$ cat src/hw/rtl/urf_pkg.sv
// Package for the ultrasonic range finder core.
// Holds field widths, timing constants, register indexes and shared types.
// No dependencies.
`timescale 1ns / 1ps
`default_nettype none

package urf_pkg;

  // Field and state widths.
  localparam int unsigned TIMEOUT_W  = 15;
  localparam int unsigned INTERVAL_W = 10;
  localparam int unsigned HOLD_W     = 13;
  localparam int unsigned CM_W       = 10;
  localparam int unsigned WIDTH_W    = 15;
  localparam int unsigned MS_W       = 32;
  localparam int unsigned PRESCALE_W = 10;
  localparam int unsigned CFG_IDX_W  = 3;
  localparam int unsigned CFG_DATA_W = 15;

  // Timing constants.
  localparam logic [TIMEOUT_W-1:0]  TIMEOUT_CAP_US = 15'd30000;
  localparam logic [PRESCALE_W-1:0] US_PER_MS      = 10'd1000;
  localparam logic [WIDTH_W-1:0]    TRIG_LOW_TICKS  = 15'd2;
  localparam logic [WIDTH_W-1:0]    TRIG_HIGH_TICKS = 15'd10;
  localparam logic [CM_W-1:0]       NO_DISTANCE    = 10'd999;

  // Divide by 58 through a reciprocal: exact for every width below 2^17.
  localparam int unsigned US_PER_CM   = 58;
  localparam int unsigned RECIP_SHIFT = 21;
  localparam int unsigned RECIP_W     = 16;
  localparam logic [RECIP_W-1:0] RECIP_MULT =
    RECIP_W'(((2 ** RECIP_SHIFT) + US_PER_CM - 1) / US_PER_CM);

  // Register reset values.
  localparam logic [TIMEOUT_W-1:0]  TIMEOUT_RST  = 15'd30000;
  localparam logic [INTERVAL_W-1:0] INTERVAL_RST = 10'd80;
  localparam logic [HOLD_W-1:0]     HOLD_RST     = 13'd450;
  localparam logic [CM_W-1:0]       MIN_CM_RST   = 10'd2;
  localparam logic [CM_W-1:0]       MAX_CM_RST   = 10'd400;

  // Configuration register indexes.
  localparam logic [CFG_IDX_W-1:0] REG_TIMEOUT  = 3'd0;
  localparam logic [CFG_IDX_W-1:0] REG_INTERVAL = 3'd1;
  localparam logic [CFG_IDX_W-1:0] REG_HOLD     = 3'd2;
  localparam logic [CFG_IDX_W-1:0] REG_MIN_CM   = 3'd3;
  localparam logic [CFG_IDX_W-1:0] REG_MAX_CM   = 3'd4;

  // Distance that is reported between readings.
  typedef struct packed {
    logic [CM_W-1:0] distance;
    logic            ok;
  } held_t;

  // Range limits handed to the reading evaluator.
  typedef struct packed {
    logic [CM_W-1:0]   min_cm;
    logic [CM_W-1:0]   max_cm;
    logic [HOLD_W-1:0] hold_ms;
  } limits_t;

endpackage

`default_nettype wire

$ cat src/hw/rtl/ultrasonic_range_finder_core.sv
// Top level of the ultrasonic range finder: trigger sequencer, echo timing,
// millisecond time base and result register. Depends on urf_pkg, urf_eval.
`timescale 1ns / 1ps
`default_nettype none

// Channel   Direction  Ports                                    Beat
// in_       input      in_valid, in_ready, in_echo_level          one microsecond tick
// out_      output     out_valid, out_ready, out_trigger_level,   one result per tick
//                      out_distance_cm, out_reading_ok,
//                      out_echo_width_us, out_reading_done
// cfg_      input      cfg_we, cfg_index, cfg_wdata               one register write
//
// Every input beat yields one result beat in the cycle after it is accepted; a
// beat can be taken in every cycle unless a result waits and is not taken in the
// same cycle. The sequencer state and the result register update together when a
// beat is accepted, so the rate is set by the single result register. Reset is
// synchronous and restores all registers to their defaults.

module ultrasonic_range_finder_core (
  input  wire logic                              clk,
  input  wire logic                              rst_n,
  input  wire logic                              in_valid,
  output logic                                   in_ready,
  input  wire logic                              in_echo_level,
  output logic                                   out_valid,
  input  wire logic                              out_ready,
  output logic                                   out_trigger_level,
  output logic [urf_pkg::CM_W-1:0]               out_distance_cm,
  output logic                                   out_reading_ok,
  output logic [urf_pkg::WIDTH_W-1:0]            out_echo_width_us,
  output logic                                   out_reading_done,
  input  wire logic                              cfg_we,
  input  wire logic [urf_pkg::CFG_IDX_W-1:0]     cfg_index,
  input  wire logic [urf_pkg::CFG_DATA_W-1:0]    cfg_wdata
);

  typedef enum logic [2:0] {
    PH_IDLE,
    PH_TRIG_LOW,
    PH_TRIG_HIGH,
    PH_WAIT_END,
    PH_WAIT_RISE,
    PH_MEASURE
  } phase_t;

  // Configuration registers.
  logic [urf_pkg::TIMEOUT_W-1:0]  timeout_r;
  logic [urf_pkg::INTERVAL_W-1:0] interval_r;
  logic [urf_pkg::HOLD_W-1:0]     hold_r;
  logic [urf_pkg::CM_W-1:0]       min_cm_r;
  logic [urf_pkg::CM_W-1:0]       max_cm_r;

  // Sequencer and time base state.
  phase_t                          phase_r, phase_nxt;
  logic [urf_pkg::WIDTH_W-1:0]     timer_r, timer_nxt;
  logic [urf_pkg::WIDTH_W-1:0]     width_r, width_nxt;
  logic [urf_pkg::WIDTH_W-1:0]     last_width_r, last_width_nxt;
  logic [urf_pkg::PRESCALE_W-1:0]  prescale_r, prescale_nxt;
  logic [urf_pkg::MS_W-1:0]        ms_now_r, ms_now_nxt;
  logic [urf_pkg::MS_W-1:0]        start_ms_r, start_ms_nxt;
  logic [urf_pkg::MS_W-1:0]        valid_ms_r, valid_ms_nxt;
  urf_pkg::held_t                  held_r, held_nxt, held_eval;
  logic [urf_pkg::MS_W-1:0]        valid_ms_eval;

  // Result register.
  logic                            out_valid_r;
  logic                            trig_r;
  logic                            done_r;

  logic                            accept;
  logic                            trig;
  logic                            finish;
  logic [urf_pkg::WIDTH_W-1:0]     fin_width;
  logic [urf_pkg::WIDTH_W-1:0]     limit;
  logic [urf_pkg::WIDTH_W-1:0]     timer_inc;
  logic [urf_pkg::PRESCALE_W-1:0]  prescale_inc;
  urf_pkg::limits_t                limits;

  assign in_ready = !out_valid_r || out_ready;
  assign accept   = in_valid && in_ready;

  // Zero or out-of-range timeout falls back to the cap.
  assign limit = ((timeout_r == '0) || (timeout_r > urf_pkg::TIMEOUT_CAP_US)) ?
                 urf_pkg::TIMEOUT_CAP_US : timeout_r;

  assign timer_inc = timer_r + 1'b1;

  // Trigger and echo sequencer.
  always_comb begin
    phase_nxt    = phase_r;
    timer_nxt    = timer_r;
    width_nxt    = width_r;
    start_ms_nxt = start_ms_r;
    trig         = 1'b0;
    finish       = 1'b0;
    fin_width    = width_r;
    case (phase_r)
      PH_IDLE: begin
        if ((ms_now_r - start_ms_r) >= urf_pkg::MS_W'(interval_r)) begin
          start_ms_nxt = ms_now_r;
          phase_nxt    = PH_TRIG_LOW;
          timer_nxt    = urf_pkg::WIDTH_W'(1);
        end
      end
      PH_TRIG_LOW: begin
        if (timer_r >= urf_pkg::TRIG_LOW_TICKS) begin
          phase_nxt = PH_TRIG_HIGH;
          timer_nxt = urf_pkg::WIDTH_W'(1);
          trig      = 1'b1;
        end else begin
          timer_nxt = timer_inc;
        end
      end
      PH_TRIG_HIGH: begin
        if (timer_r >= urf_pkg::TRIG_HIGH_TICKS) begin
          phase_nxt = PH_WAIT_END;
          timer_nxt = '0;
          width_nxt = '0;
        end else begin
          timer_nxt = timer_inc;
          trig      = 1'b1;
        end
      end
      PH_WAIT_END, PH_WAIT_RISE, PH_MEASURE: begin
        timer_nxt = timer_inc;
        if (phase_r == PH_WAIT_END) begin
          if (!in_echo_level) phase_nxt = PH_WAIT_RISE;
        end else if (phase_r == PH_WAIT_RISE) begin
          if (in_echo_level) begin
            phase_nxt = PH_MEASURE;
            width_nxt = urf_pkg::WIDTH_W'(1);
          end
        end else begin
          if (in_echo_level) begin
            width_nxt = width_r + 1'b1;
          end else begin
            finish    = 1'b1;
            fin_width = width_r;
          end
        end
        // The window covers all three echo phases; a fall on its last tick wins.
        if (!finish && (timer_inc >= limit)) begin
          finish    = 1'b1;
          fin_width = '0;
        end
        if (finish) begin
          phase_nxt = PH_IDLE;
          timer_nxt = '0;
          width_nxt = '0;
        end
      end
      default: begin
        phase_nxt = PH_IDLE;
        timer_nxt = '0;
      end
    endcase
  end

  // Reading evaluation.
  assign limits.min_cm  = min_cm_r;
  assign limits.max_cm  = max_cm_r;
  assign limits.hold_ms = hold_r;

  urf_eval u_eval (
    .width        (fin_width),
    .start_ms     (start_ms_r),
    .valid_ms     (valid_ms_r),
    .held         (held_r),
    .limits       (limits),
    .held_nxt     (held_eval),
    .valid_ms_nxt (valid_ms_eval)
  );

  assign held_nxt       = finish ? held_eval : held_r;
  assign valid_ms_nxt   = finish ? valid_ms_eval : valid_ms_r;
  assign last_width_nxt = finish ? fin_width : last_width_r;

  // Millisecond time base, advanced after the sequencer on every tick.
  assign prescale_inc = prescale_r + 1'b1;
  always_comb begin
    if (prescale_inc >= urf_pkg::US_PER_MS) begin
      prescale_nxt = '0;
      ms_now_nxt   = ms_now_r + 1'b1;
    end else begin
      prescale_nxt = prescale_inc;
      ms_now_nxt   = ms_now_r;
    end
  end

  // State, configuration and result registers.
  always_ff @(posedge clk) begin
    if (!rst_n) begin
      timeout_r    <= urf_pkg::TIMEOUT_RST;
      interval_r   <= urf_pkg::INTERVAL_RST;
      hold_r       <= urf_pkg::HOLD_RST;
      min_cm_r     <= urf_pkg::MIN_CM_RST;
      max_cm_r     <= urf_pkg::MAX_CM_RST;
      phase_r      <= PH_IDLE;
      timer_r      <= '0;
      width_r      <= '0;
      last_width_r <= '0;
      prescale_r   <= '0;
      ms_now_r     <= '0;
      start_ms_r   <= '0;
      valid_ms_r   <= '0;
      held_r       <= '{distance: urf_pkg::NO_DISTANCE, ok: 1'b0};
      out_valid_r  <= 1'b0;
      trig_r       <= 1'b0;
      done_r       <= 1'b0;
    end else begin
      if (cfg_we) begin
        case (cfg_index)
          urf_pkg::REG_TIMEOUT:  timeout_r  <= cfg_wdata[urf_pkg::TIMEOUT_W-1:0];
          urf_pkg::REG_INTERVAL: interval_r <= cfg_wdata[urf_pkg::INTERVAL_W-1:0];
          urf_pkg::REG_HOLD:     hold_r     <= cfg_wdata[urf_pkg::HOLD_W-1:0];
          urf_pkg::REG_MIN_CM:   min_cm_r   <= cfg_wdata[urf_pkg::CM_W-1:0];
          urf_pkg::REG_MAX_CM:   max_cm_r   <= cfg_wdata[urf_pkg::CM_W-1:0];
          default: ;
        endcase
      end
      if (accept) begin
        phase_r      <= phase_nxt;
        timer_r      <= timer_nxt;
        width_r      <= width_nxt;
        last_width_r <= last_width_nxt;
        prescale_r   <= prescale_nxt;
        ms_now_r     <= ms_now_nxt;
        start_ms_r   <= start_ms_nxt;
        valid_ms_r   <= valid_ms_nxt;
        held_r       <= held_nxt;
        trig_r       <= trig;
        done_r       <= finish;
        out_valid_r  <= 1'b1;
      end else if (out_ready) begin
        out_valid_r  <= 1'b0;
      end
    end
  end

  // The held distance and width registers double as the result payload.
  assign out_valid         = out_valid_r;
  assign out_trigger_level = trig_r;
  assign out_distance_cm   = held_r.distance;
  assign out_reading_ok    = held_r.ok;
  assign out_echo_width_us = last_width_r;
  assign out_reading_done  = done_r;

endmodule

`default_nettype wire

$ cat src/hw/rtl/urf_eval.sv
// Reading evaluator: converts an echo width to centimeters and decides the
// new reported distance and hold time stamp. Depends on urf_pkg.
`timescale 1ns / 1ps
`default_nettype none

module urf_eval (
  input  wire logic [urf_pkg::WIDTH_W-1:0] width,
  input  wire logic [urf_pkg::MS_W-1:0]    start_ms,
  input  wire logic [urf_pkg::MS_W-1:0]    valid_ms,
  input  wire urf_pkg::held_t              held,
  input  wire urf_pkg::limits_t            limits,
  output urf_pkg::held_t                   held_nxt,
  output logic [urf_pkg::MS_W-1:0]         valid_ms_nxt
);

  localparam int unsigned PROD_W = urf_pkg::WIDTH_W + urf_pkg::RECIP_W;

  logic [PROD_W-1:0]             product;
  logic [urf_pkg::CM_W-1:0]      cm;
  logic [urf_pkg::MS_W-1:0]      since_valid;
  logic                          in_range;
  logic                          still_held;

  // Width / 58 as a multiply by the reciprocal and a shift.
  assign product = PROD_W'(width) * PROD_W'(urf_pkg::RECIP_MULT);
  assign cm      = urf_pkg::CM_W'(product >> urf_pkg::RECIP_SHIFT);

  // A zero width never counts, whatever the lower limit is.
  assign in_range = (width != '0) && (cm >= limits.min_cm) && (cm <= limits.max_cm);

  // The hold runs from the start of the last valid measurement.
  assign since_valid = start_ms - valid_ms;
  assign still_held  = held.ok &&
                       (since_valid <= urf_pkg::MS_W'(limits.hold_ms));

  always_comb begin
    held_nxt     = held;
    valid_ms_nxt = valid_ms;
    if (in_range) begin
      held_nxt.distance = cm;
      held_nxt.ok       = 1'b1;
      valid_ms_nxt      = start_ms;
    end else if (!still_held) begin
      held_nxt.distance = urf_pkg::NO_DISTANCE;
      held_nxt.ok       = 1'b0;
    end
  end

endmodule

`default_nettype wire

$ cat config.mk
export PLATFORM = sky130hd
export DESIGN_NAME = ultrasonic_range_finder_core
export DESIGN_NICKNAME = d
export VERILOG_FILES = /design/src/hw/rtl/urf_pkg.sv /design/src/hw/rtl/ultrasonic_range_finder_core.sv /design/src/hw/rtl/urf_eval.sv
export SDC_FILE = /design/constraint.sdc
export NUM_CORES = 1
export LEC_CHECK = 0
export BUFFER_PORTS_ARGS = -buffer_cell sky130_fd_sc_hd__buf_4
export CAP_MARGIN = 20
export CORE_AREA = 2 2 219 167
export CTS_BUF_LIST = sky130_fd_sc_hd__clkbuf_4 sky130_fd_sc_hd__clkbuf_8
export DETAILED_ROUTE_END_ITERATION = 6
export DIE_AREA = 0 0 221 169
export PLACE_DENSITY = 0.74
export SYNTH_ARGS = -nofsm -noshare
export SYNTH_HDL_FRONTEND = slang
export SYNTH_SLANG_ARGS = --single-unit
$ cat constraint.sdc
create_clock -name clk -period 10.2 [get_ports clk]
set_input_delay 0.51 -clock clk [delete_from_list [all_inputs] [get_ports clk]]
set_output_delay 0.51 -clock clk [all_outputs]
set_load 0.005 [all_outputs]
; Yosys cells after proc, flatten, opt, wreduce, memory -nomap -nowiden
; Cells that the tools add are included.
; Widths: inputs -> output; s select.
[totals]
latchBits = 0
reg_bits = 226
ram_bits = 0
romBits = 0
memories = 0
[op_classes]
n_eq_ne = 18
mul = 1
bitwise = 0
add_sub_neg = 6
muxes = 39
shifts = 0
magnitude_cmp = 9
n_reduce_logical = 29
n_div = 0
[ops]
columns = op, count
row1 = $mux 15, 13
row2 = $sub 32x32->32, 2
row3 = $pmux 15 s4, 1
row4 = $add 32x1->32 const B, 1
row5 = $ge 32x10->1, 1
row6 = $le 32x13->1, 1
row7 = $add 15x1->15 const B, 2
row8 = $mul 15x15->30 const B, 1
row9 = $pmux 15 s2, 1
row10 = $mux 3, 8
row11 = $mux 11, 2
row12 = $reduce_and 2->1, 8
row13 = $ge 15x15->1, 1
row14 = $ge 15x2->1 const B, 1
row15 = $ge 15x4->1 const B, 1
row16 = $gt 15x15->1 const B, 1
row17 = $logic_not 15->1, 1
row18 = $reduce_bool 15->1, 1
row19 = $eq 3x2->1 const B, 4
row20 = $ne 4x4->1 const B, 3
row21 = $pmux 3 s4, 1
row22 = $mux 1, 11
row23 = $add 10x1->10 const B, 1
row24 = $ge 10x10->1, 1
row25 = other kinds (18), 34

; Logic depth before layout (Yosys ltp)
; Gate-level depths: netlist (run 1).
[depth]
depth_word = 14
ltp_mapped = 52
mapped_depth_nobuf = 48

; By module
; From an unflattened synthesis (run 1), not the netlist that was laid out.
[unflattened]
hier_cells = 2575
area_unflattened_um2 = 19911.6
[by_module_without_submodules]
columns = mod, area_per_inst_um2, cells_per_inst, n_inst
row1 = ultrasonic_range_finder_core, 12284.3, 1611, 1
row2 = urf_eval, 7627.3, 964, 1

; Least setup slack after synthesis (run 1)
; OpenSTA, ideal clock, no wires.
[synth_timing]
path_type = reg2reg
startpoint = register timer_r[1] (netlist bit)
endpoint = register valid_ms_r[16] (netlist bit)
period_less_slack_ns = 10.440
path_stages_with_launch = 50
path_buffers = 4
required_time_ns = 10.085
path_slack_ns = -0.240
arrival_time_ns = 10.325
cell_sequence = dfxtp_1 ha_1 and3_1 and3_1 and3_1 and3_1 clkbuf_1 nand3_1 xnor2_1 ha_1 a21oi_1 nor2_1 a211oi_1 o21ai_0 o22ai_1 clkbuf_1 nand2_1 inv_1 [... 14 more ...] o32a_1 o21ai_0 a41oi_1 nor2b_1 xnor2_1 ha_1 nand4_1 nor2_1 and3_1 a21oi_1 nor2_1 o21ai_0 a211o_1 nor2_1 clkbuf_1 clkbuf_1 o21ai_0 and2_1
[synth_between]
elab_chain_len = 10
elab_cells_between_ends = 15
cone_classes = 1 x add/sub / 1 x mul / 3 x order compare / 5 x mux / 5 x reduce/logical
[synth_rtl]
columns = element, line_no
row1 = from (decl), ultrasonic_range_finder_core.sv:55  ; logic [urf_pkg::WIDTH_W-1:0] timer_r, timer_nxt;
row2 = from (signal assigned), ultrasonic_range_finder_core.sv:223  ; timer_r <= timer_nxt;
row3 = $add 15x1->15 *, ultrasonic_range_finder_core.sv:86  ; assign timer_inc = timer_r + 1'b1;
row4 = $ge 15x15->1 *, ultrasonic_range_finder_core.sv:142  ; if (!finish && (timer_inc >= limit)) begin
row5 = $logic_and 1x1->1 *, ultrasonic_range_finder_core.sv:142
row6 = $mux 15 *, ultrasonic_range_finder_core.sv:142
row7 = $mux 15 *, ultrasonic_range_finder_core.sv:97  ; case (phase_r)
row8 = "via fin_width, one bit", ultrasonic_range_finder_core.sv:73  ; logic [urf_pkg::WIDTH_W-1:0] fin_width;
row9 = $mul 15x15->30, urf_eval.sv:25  ; assign product = PROD_W'(width) * PROD_W'(urf_pkg::RECIP_MULT);
row10 = $ge 10x10->1, urf_eval.sv:29  ; assign in_range = (width != '0) && (cm >= limits.min_cm) && (cm <= limits.max_cm);
row11 = $logic_and 1x1->1, urf_eval.sv:29
row12 = $logic_and 1x1->1 *, urf_eval.sv:29
row13 = $reduce_and 3->1 (no source line) *, n/a
row14 = to (signal assigned), ultrasonic_range_finder_core.sv:229  ; valid_ms_r <= valid_ms_nxt;
row15 = to (decl), ultrasonic_range_finder_core.sv:61  ; logic [urf_pkg::MS_W-1:0] valid_ms_r, valid_ms_nxt;
; The timed path passes the listed nets; every way through them passes the cells marked *. The select of a mux whose other input is x is not followed.
; A chain may end at the register's enable or synchronous reset.

; Final worst setup path (run 1)
[layout_timing]
startpoint = register timeout_r[0] (netlist bit)
endpoint = register held_r (netlist bit out_distance_cm[6])
[layout_between]
elab_chain_len = 13
elab_cells_between_ends = 20
cone_classes = 1 x mul / 4 x order compare / 1 x eq/ne / 7 x mux / 7 x reduce/logical
[layout_rtl]
columns = element, line_no
row1 = from (decl), ultrasonic_range_finder_core.sv:47  ; logic [urf_pkg::TIMEOUT_W-1:0] timeout_r;
row2 = from (signal assigned), ultrasonic_range_finder_core.sv:193  ; timeout_r <= urf_pkg::TIMEOUT_RST;
row3 = from (signal assigned), ultrasonic_range_finder_core.sv:213  ; urf_pkg::REG_TIMEOUT: timeout_r <= cfg_wdata[urf_pkg::TIMEOUT_W-1:0];
row4 = $gt 15x15->1 or $logic_not 15->1 (tied branches), ultrasonic_range_finder_core.sv:83  ; assign limit = ((timeout_r == '0) || (timeout_r > urf_pkg::TIMEOUT_CAP_US)) ?
row5 = $logic_or 1x1->1, ultrasonic_range_finder_core.sv:83
row6 = $mux 15 *, ultrasonic_range_finder_core.sv:83
row7 = $ge 15x15->1 *, ultrasonic_range_finder_core.sv:142
row8 = $logic_and 1x1->1 *, ultrasonic_range_finder_core.sv:142
row9 = $mux 15 *, ultrasonic_range_finder_core.sv:142
row10 = $mux 15 *, ultrasonic_range_finder_core.sv:97
row11 = "via fin_width, one bit", ultrasonic_range_finder_core.sv:73
row12 = $mul 15x15->30, urf_eval.sv:25
row13 = $ge 10x10->1, urf_eval.sv:29
row14 = $logic_and 1x1->1 (2 in a row), urf_eval.sv:29
row15 = $ne 2x1->1 (no source line), n/a
row16 = $reduce_and 3->1 (no source line), n/a
row17 = to (signal assigned), ultrasonic_range_finder_core.sv:206  ; held_r <= '{distance: urf_pkg::NO_DISTANCE, ok: 1'b0};
row18 = to (signal assigned), ultrasonic_range_finder_core.sv:230  ; held_r <= held_nxt;
row19 = to (decl), ultrasonic_range_finder_core.sv:62  ; urf_pkg::held_t held_r, held_nxt, held_eval;
; Marked as above.

==> flow_summary.ini, run 1 <==
[min_path]
min_path_type = input pin to flop

[place]
gp_congestion = 0.944
portBuffers = 53
dp.cells = 2946
place_hpwl_um = 39100

[drt]
avgRoutedWirePerCell_um = 18.0
route.detailed.drc = 0
vias = 17612
antenna_left = 0
routed_via_density = 5.76
dr.pass1.iters = 6
drt-initial-drc-count = 1608
routed_wl_um = 55100

[job]
drv_cap = 0

[floorplanning]
die_h_um = 169
core_area_sq_um = 35400
die_area_sq_um = 37300
num_rows = 60
die_w_um = 221
initial_utilization_pct = 54.4
io_pins = 54

[finish]
multiInputGateArea_sq_um = 14300
syn_to_final_growth_pct = 20.6
final_cell_mix = 357 x nand2_1, 238 x inv_1, 223 x ha_1
stdcell_count = 3059
diodes = 0
register_area_sq_um = 4530
final_common_cell = nand2_1
drive_above_1_share_pct = 17.5
post-route-util_pct = 65.6
fill_cells = 2791
nets = 2918

[clock_network]
clk_latency_ns = 0.60
cts_root_buffer = clkbuf_8
cts_sinks = 226
numCtsBuffers = 39
clk_pin_slew_ns = 0.07
h-tree-depth = 2
cts_tree = yes
clk_path_buf_depth = 3
hold_buffers = 0

[sta]
setup_tns_ns = 0
fin_crit_sh_pct = 99.9
period_needed_ns = 10.19
rsz0062_at_grt = true
worst_pin_slew_ns = 1.05
slew-limit-headroom_pct = 29.6
slew_violations = 0
setup_viol = 0
finClkSkew_ns = 0.0364
hold_viol = 0
max_freq_mhz = 98.1

[worst_setup_path]
worstSetupEndpointType = flop
slowest_stage = or4_4
path_delay_family = compound AO/OA/AOI/OAI gates
cp_slowest_stage_delay_ns = 0.53
critical_path_class = flop to flop
cpMostUsedCell = a21o_1
crit_path_start_kind = flop
crit_buf_inv = 15
worstPathArrival_ns = 10.59
required_ns = 10.60
cp_max_fo = 7

[synth]
ys_types = 78
synth-seq-area-share_pct = 23.5
synth_edf_count = 0
syn-num-nets = 2764
ys_warn_count = 0
synthFlopType = dfxtp_1
ys_async_sr_fraction_pct = 0
synthCells = 2412
netlist_area_sq_um = 19200
avgSynthCellArea_sq_um = 7.97
ys_seq_elements = 226

[power_and_ir_drop]
ir_drop_mv = 0.143
power.density_nw_per_um2 = 86.8
p_leak_nw = 10.9
total_power_w = 0.00201

[global_route]
grt_antenna_before_repair = 1
grt_overflow = 0
grt_pass1_vias = 16745
grt_usage_pct = 27.6
grt_max_degree = 154
grt_pass1_wl_um = 84800

[outcome]
outcome = completed
## cell usage after synthesis (17+ instances only)
cell type | count | share of area, %
dfxtp_1 | 226 | 24
a21oi_1 | 102 | 2.7
mux2i_1 | 45 | 2.3
fa_1 | 77 | 8.0
a21boi_0 | 62 | 2.4
ha_1 | 251 | 16
o21ai_0 | 145 | 3.8
a21o_1 | 28 | 1.1
and2_1 | 84 | 2.7
nor2b_1 | 20 | 0.65
nand2_1 | 383 | 7.5
xnor2_1 | 51 | 2.3
inv_1 | 255 | 5.0
o21a_1 | 21 | 0.82
and3_1 | 38 | 1.2
o211ai_1 | 20 | 0.78
nand4_1 | 36 | 1.2
xor2_1 | 54 | 2.5
nor2_1 | 118 | 2.3
nand2b_1 | 22 | 0.72
nor3_1 | 19 | 0.49
clkbuf_1 | 80 | 1.6
nor4_1 | 17 | 0.55
nand3_1 | 64 | 1.7
o22ai_1 | 19 | 0.62
## kinds of logic (layout without fill, tap and decap cells)
| kind of cell | after synthesis | count (layout) | synth area share, % |
|---|---|---|---|
| compound gates | 500 | 500 | 16.6 |
| buf+inv | 348 | 530 | 6.97 |
| flops | 226 | 226 | 23.5 |
| fa+ha+maj | 328 | 328 | 24.4 |
| mux | 49 | 49 | 2.58 |
| xor+xnor | 105 | 105 | 4.78 |
| simple gates | 856 | 856 | 21.2 |
## registers in the layout, indices dropped and copies added, names as in the netlist, 3 cells and up
signal and cells:
width_r 15, out_echo_width_us 15, start_ms_r 32, prescale_r 10
hold_r 13, timeout_r 15, out_distance_cm 10, valid_ms_r 32
interval_r 10, ms_now_r 32, phase_r 3, max_cm_r 10
timer_r 15, min_cm_r 10
## where the power goes
part | total (W) | internal (W) | switching [W] | leakage, nW
combinational | 0.0000796 | 0.0000297 | 0.0000498 | 8.59
sequential | 0.000896 | 0.000890 | 0.00000604 | 1.83
clock | 0.00104 | 0.000616 | 0.000420 | 0.489
## tightest hold or removal path, cell delays in order
cell and delay, ns:
buf_4 0.08, nand2_1 0.04, nand3_1 0.07
## timing repair
action | CTS | global route
pin swaps | 47 | 92
setup buffers | 16 | 21
gates resized for setup | 75 | 174
endpoints found under the hold margin | 0 | 0
gates cloned | 5 | 5
endpoints found under the setup margin | 43 | 43
## layer usage
layer	track usage, %	part of all wire, %	vias to the layer above	wire length, um
li1	-	-	8537	-
met1	38.4	46	8451	25200
met2	44.4	45	524	24900
met3	5.29	7.0	98	3850
met4	6.39	2.0	2	1110
met5	0	0.018	-	10
## final timing paths
kind              cells past startpoint  slack (ns)            endpoint          start
setup reg to reg                     50        0.01  out_distance_cm[6]   timeout_r[0]
setup / recovery                     50        0.01  out_distance_cm[6]   timeout_r[0]
hold / removal                        3        0.13       timeout_r[14]  cfg_wdata[14]
hold reg to reg                       2        0.47           hold_r[3]      hold_r[3]
## through the flow
step	worst slack [ns]	hold slack, ns	instance area, sq um
after detailed placement	-0.294	0.462	20700
after CTS	0.000295	0.117	22300
after global routing	-0.319	0.128	23200
after floorplan	0.00570	0.443	19200
after global placement	-0.0947	0.455	20700
final	0.0104	0.134	23200
## cell type report
type                    instances  area share [%]
clock buffers                  52            2.93
clock inverters                17            1.24
inverters                     256            4.18
multi-input cells            1838            61.6
flip-flops and latches        226            19.5
well taps                     465            2.51
repair buffers                205            8.02
No activity file was read; power rests on OpenSTA's default activity.
==> run 2: changes to the inputs <==
--- a/config.mk
+++ b/config.mk
@@ -7,11 +7,12 @@
 export LEC_CHECK = 0
 export BUFFER_PORTS_ARGS = -buffer_cell sky130_fd_sc_hd__buf_4
 export CAP_MARGIN = 20
-export CORE_AREA = 2 2 219 167
-export CTS_BUF_LIST = sky130_fd_sc_hd__clkbuf_4 sky130_fd_sc_hd__clkbuf_8
+export CORE_AREA = 2 2 210 161
+export CTS_BUF_LIST = sky130_fd_sc_hd__clkbuf_8
 export DETAILED_ROUTE_END_ITERATION = 6
-export DIE_AREA = 0 0 221 169
-export PLACE_DENSITY = 0.74
+export DIE_AREA = 0 0 212 163
+export PLACE_DENSITY = 0.79
+export SETUP_SLACK_MARGIN = 0.5
 export SYNTH_ARGS = -nofsm -noshare
 export SYNTH_HDL_FRONTEND = slang
 export SYNTH_SLANG_ARGS = --single-unit
==> flow_summary.ini, run 2 (synthesized netlist as in run 1, its figures left out) <==
[sta]
fin_crit_sh_pct = 101
finClkSkew_ns = 0.0510
setup_tns_ns = -1.37
slew_violations = 0
hold_ws_ns = 0.134
rsz0062_at_grt = true
max_freq_mhz = 97.2
period_needed_ns = 10.28
hold_viol = 0
worst_pin_slew_ns = 1.08
slew-limit-headroom_pct = 27.8
setup_viol = 34
fin_ws_ns = -0.0834

[clock_network]
clk_path_buf_depth = 3
hold_buffers = 0
clk_pin_slew_ns = 0.07
cts_sinks = 226
h-tree-depth = 2
clk_latency_ns = 0.61
cts_root_buffer = clkbuf_8
cts_tree = yes
numCtsBuffers = 39

[worst_setup_path]
cpMostUsedCell = fa_1
crit_path_start_kind = flop
cp_slowest_stage_delay_ns = 0.55
crit_buf_inv = 10
cp_max_fo = 16
path_delay_family = adder cells
slowest_stage = fa_1
required_ns = 10.65
worstSetupEndpointType = flop
worstPathArrival_ns = 10.73
critical_path_class = flop to flop

[outcome]
outcome = complete, but fails checks
violations = negative setup slack

[drt]
routed_via_density = 5.97
avgRoutedWirePerCell_um = 18.8
vias = 18055
antenna_left = 0
drt-initial-drc-count = 1802
routed_wl_um = 56900
dr.pass1.iters = 6
route.detailed.drc = 0

[floorplanning]
die_w_um = 212
io_pins = 54
core_area_sq_um = 32700
initial_utilization_pct = 58.7
die_h_um = 163
num_rows = 58
die_area_sq_um = 34600

[global_route]
grt_overflow = 0
grt_usage_pct = 31.5
grt_antenna_before_repair = 2
grt_max_degree = 159
grt_pass1_wl_um = 87500
grt_pass1_vias = 17167

[job]
drv_cap = 0

[power_and_ir_drop]
ir_drop_mv = 0.112
power.density_nw_per_um2 = 80.3
p_leak_nw = 10.7

[min_path]
min_path_type = input pin to flop

[place]
dpl_worst_slack_ns = -0.253
gp_congestion = 0.989
portBuffers = 53
place_hpwl_um = 39400

[finish]
reg_top3 = ms_now_r: 32 flops, start_ms_r: 32 flops, valid_ms_r: 32 flops
post-route-util_pct = 69.5
nets = 2896
final_common_cell = nand2_1
syn_to_final_growth_pct = 18.4
drive_above_1_share_pct = 15.9
final_cell_mix = 368 x nand2_1, 245 x inv_1, 222 x dfxtp_1
-- run 2: cell count changes in the layout (fill, tap and decap cells not counted), sizes merged --
cell,delta
clkinvlp,+2
or2,+1
clkbuf,-8
clkinv,-3
inv,+11
bufinv,-7
diode,+1
buf,-18
-- run 2: layer usage --
| metal | up-vias | global-route usage [%] | routed length (um) |
|---|---|---|---|
| met3 | 174 | 5.98 | 4740 |
| li1 | 8493 | - | - |
| met2 | 768 | 49.4 | 25800 |
| met1 | 8620 | 43.9 | 24600 |
| met5 | - | 0 | 0 |
| met4 | 0 | 9.51 | 1790 |
-- run 2: timing repair --
item	4_1_cts	5_1_grt
setup buffers	38	18
cloned	5	0
endpoints found under the setup margin	43	43
pin swaps	74	74
gates resized for setup	137	84
-- run 2: worst paths after layout --
| path | start | to | slack (ns) | cells after the start |
|---|---|---|---|---|
| worst max-delay path | timer_r[0] | valid_ms_r[26] | -0.08 | 49 |
| worst min register to register | min_cm_r[6] | min_cm_r[6] | 0.47 | 2 |
| worst min-delay path | cfg_wdata[14] | timeout_r[14] | 0.13 | 3 |
| worst max register to register | timer_r[0] | valid_ms_r[26] | -0.08 | 49 |
-- run 2: stage by stage --
stage / instance area (sq um) / total power (W) / std cells
after floorplan: 19300 / 0.000957 / 2412
after global placement: 20400 / 0.000983 / 2892
after detailed placement: 20400 / 0.000985 / 2892
after CTS: 22100 / 0.00183 / 3004
after global routing: 22800 / 0.00188 / 3022
final: 22800 / 0.00183 / 3023
-- run 2: final cells by class --
type	instances	area, sq um
Inverter	256	981
Sequential cell	226	4530
Fill cell	2431	9970
Clock buffer	49	674
Multi-Input combinational cell	1839	14300
Antenna cell	1	2.50
Tap cell	450	563
Clock inverter	20	105
Timing Repair Buffer	182	1570
-- run 2: worst reg2reg max path: cells and delay by family (launching register included) --
| kind | cells | cell delay [ns] |
|---|---|---|
| compound gates | 14 | 2.60 |
| xor+xnor | 2 | 0.40 |
| fa+ha+maj | 9 | 3.60 |
| buf+inv | 10 | 1.21 |
| flops | 1 | 0.35 |
| simple gates | 14 | 2.01 |
-- run 2: where the power goes --
group / switching, W / leakage, nW / total [W] / internal (W)
registers: 0.00000626 / 1.83 / 0.000896 / 0.000889
logic: 0.0000516 / 8.41 / 0.0000843 / 0.0000327
clock network: 0.000412 / 0.429 / 0.000847 / 0.000436
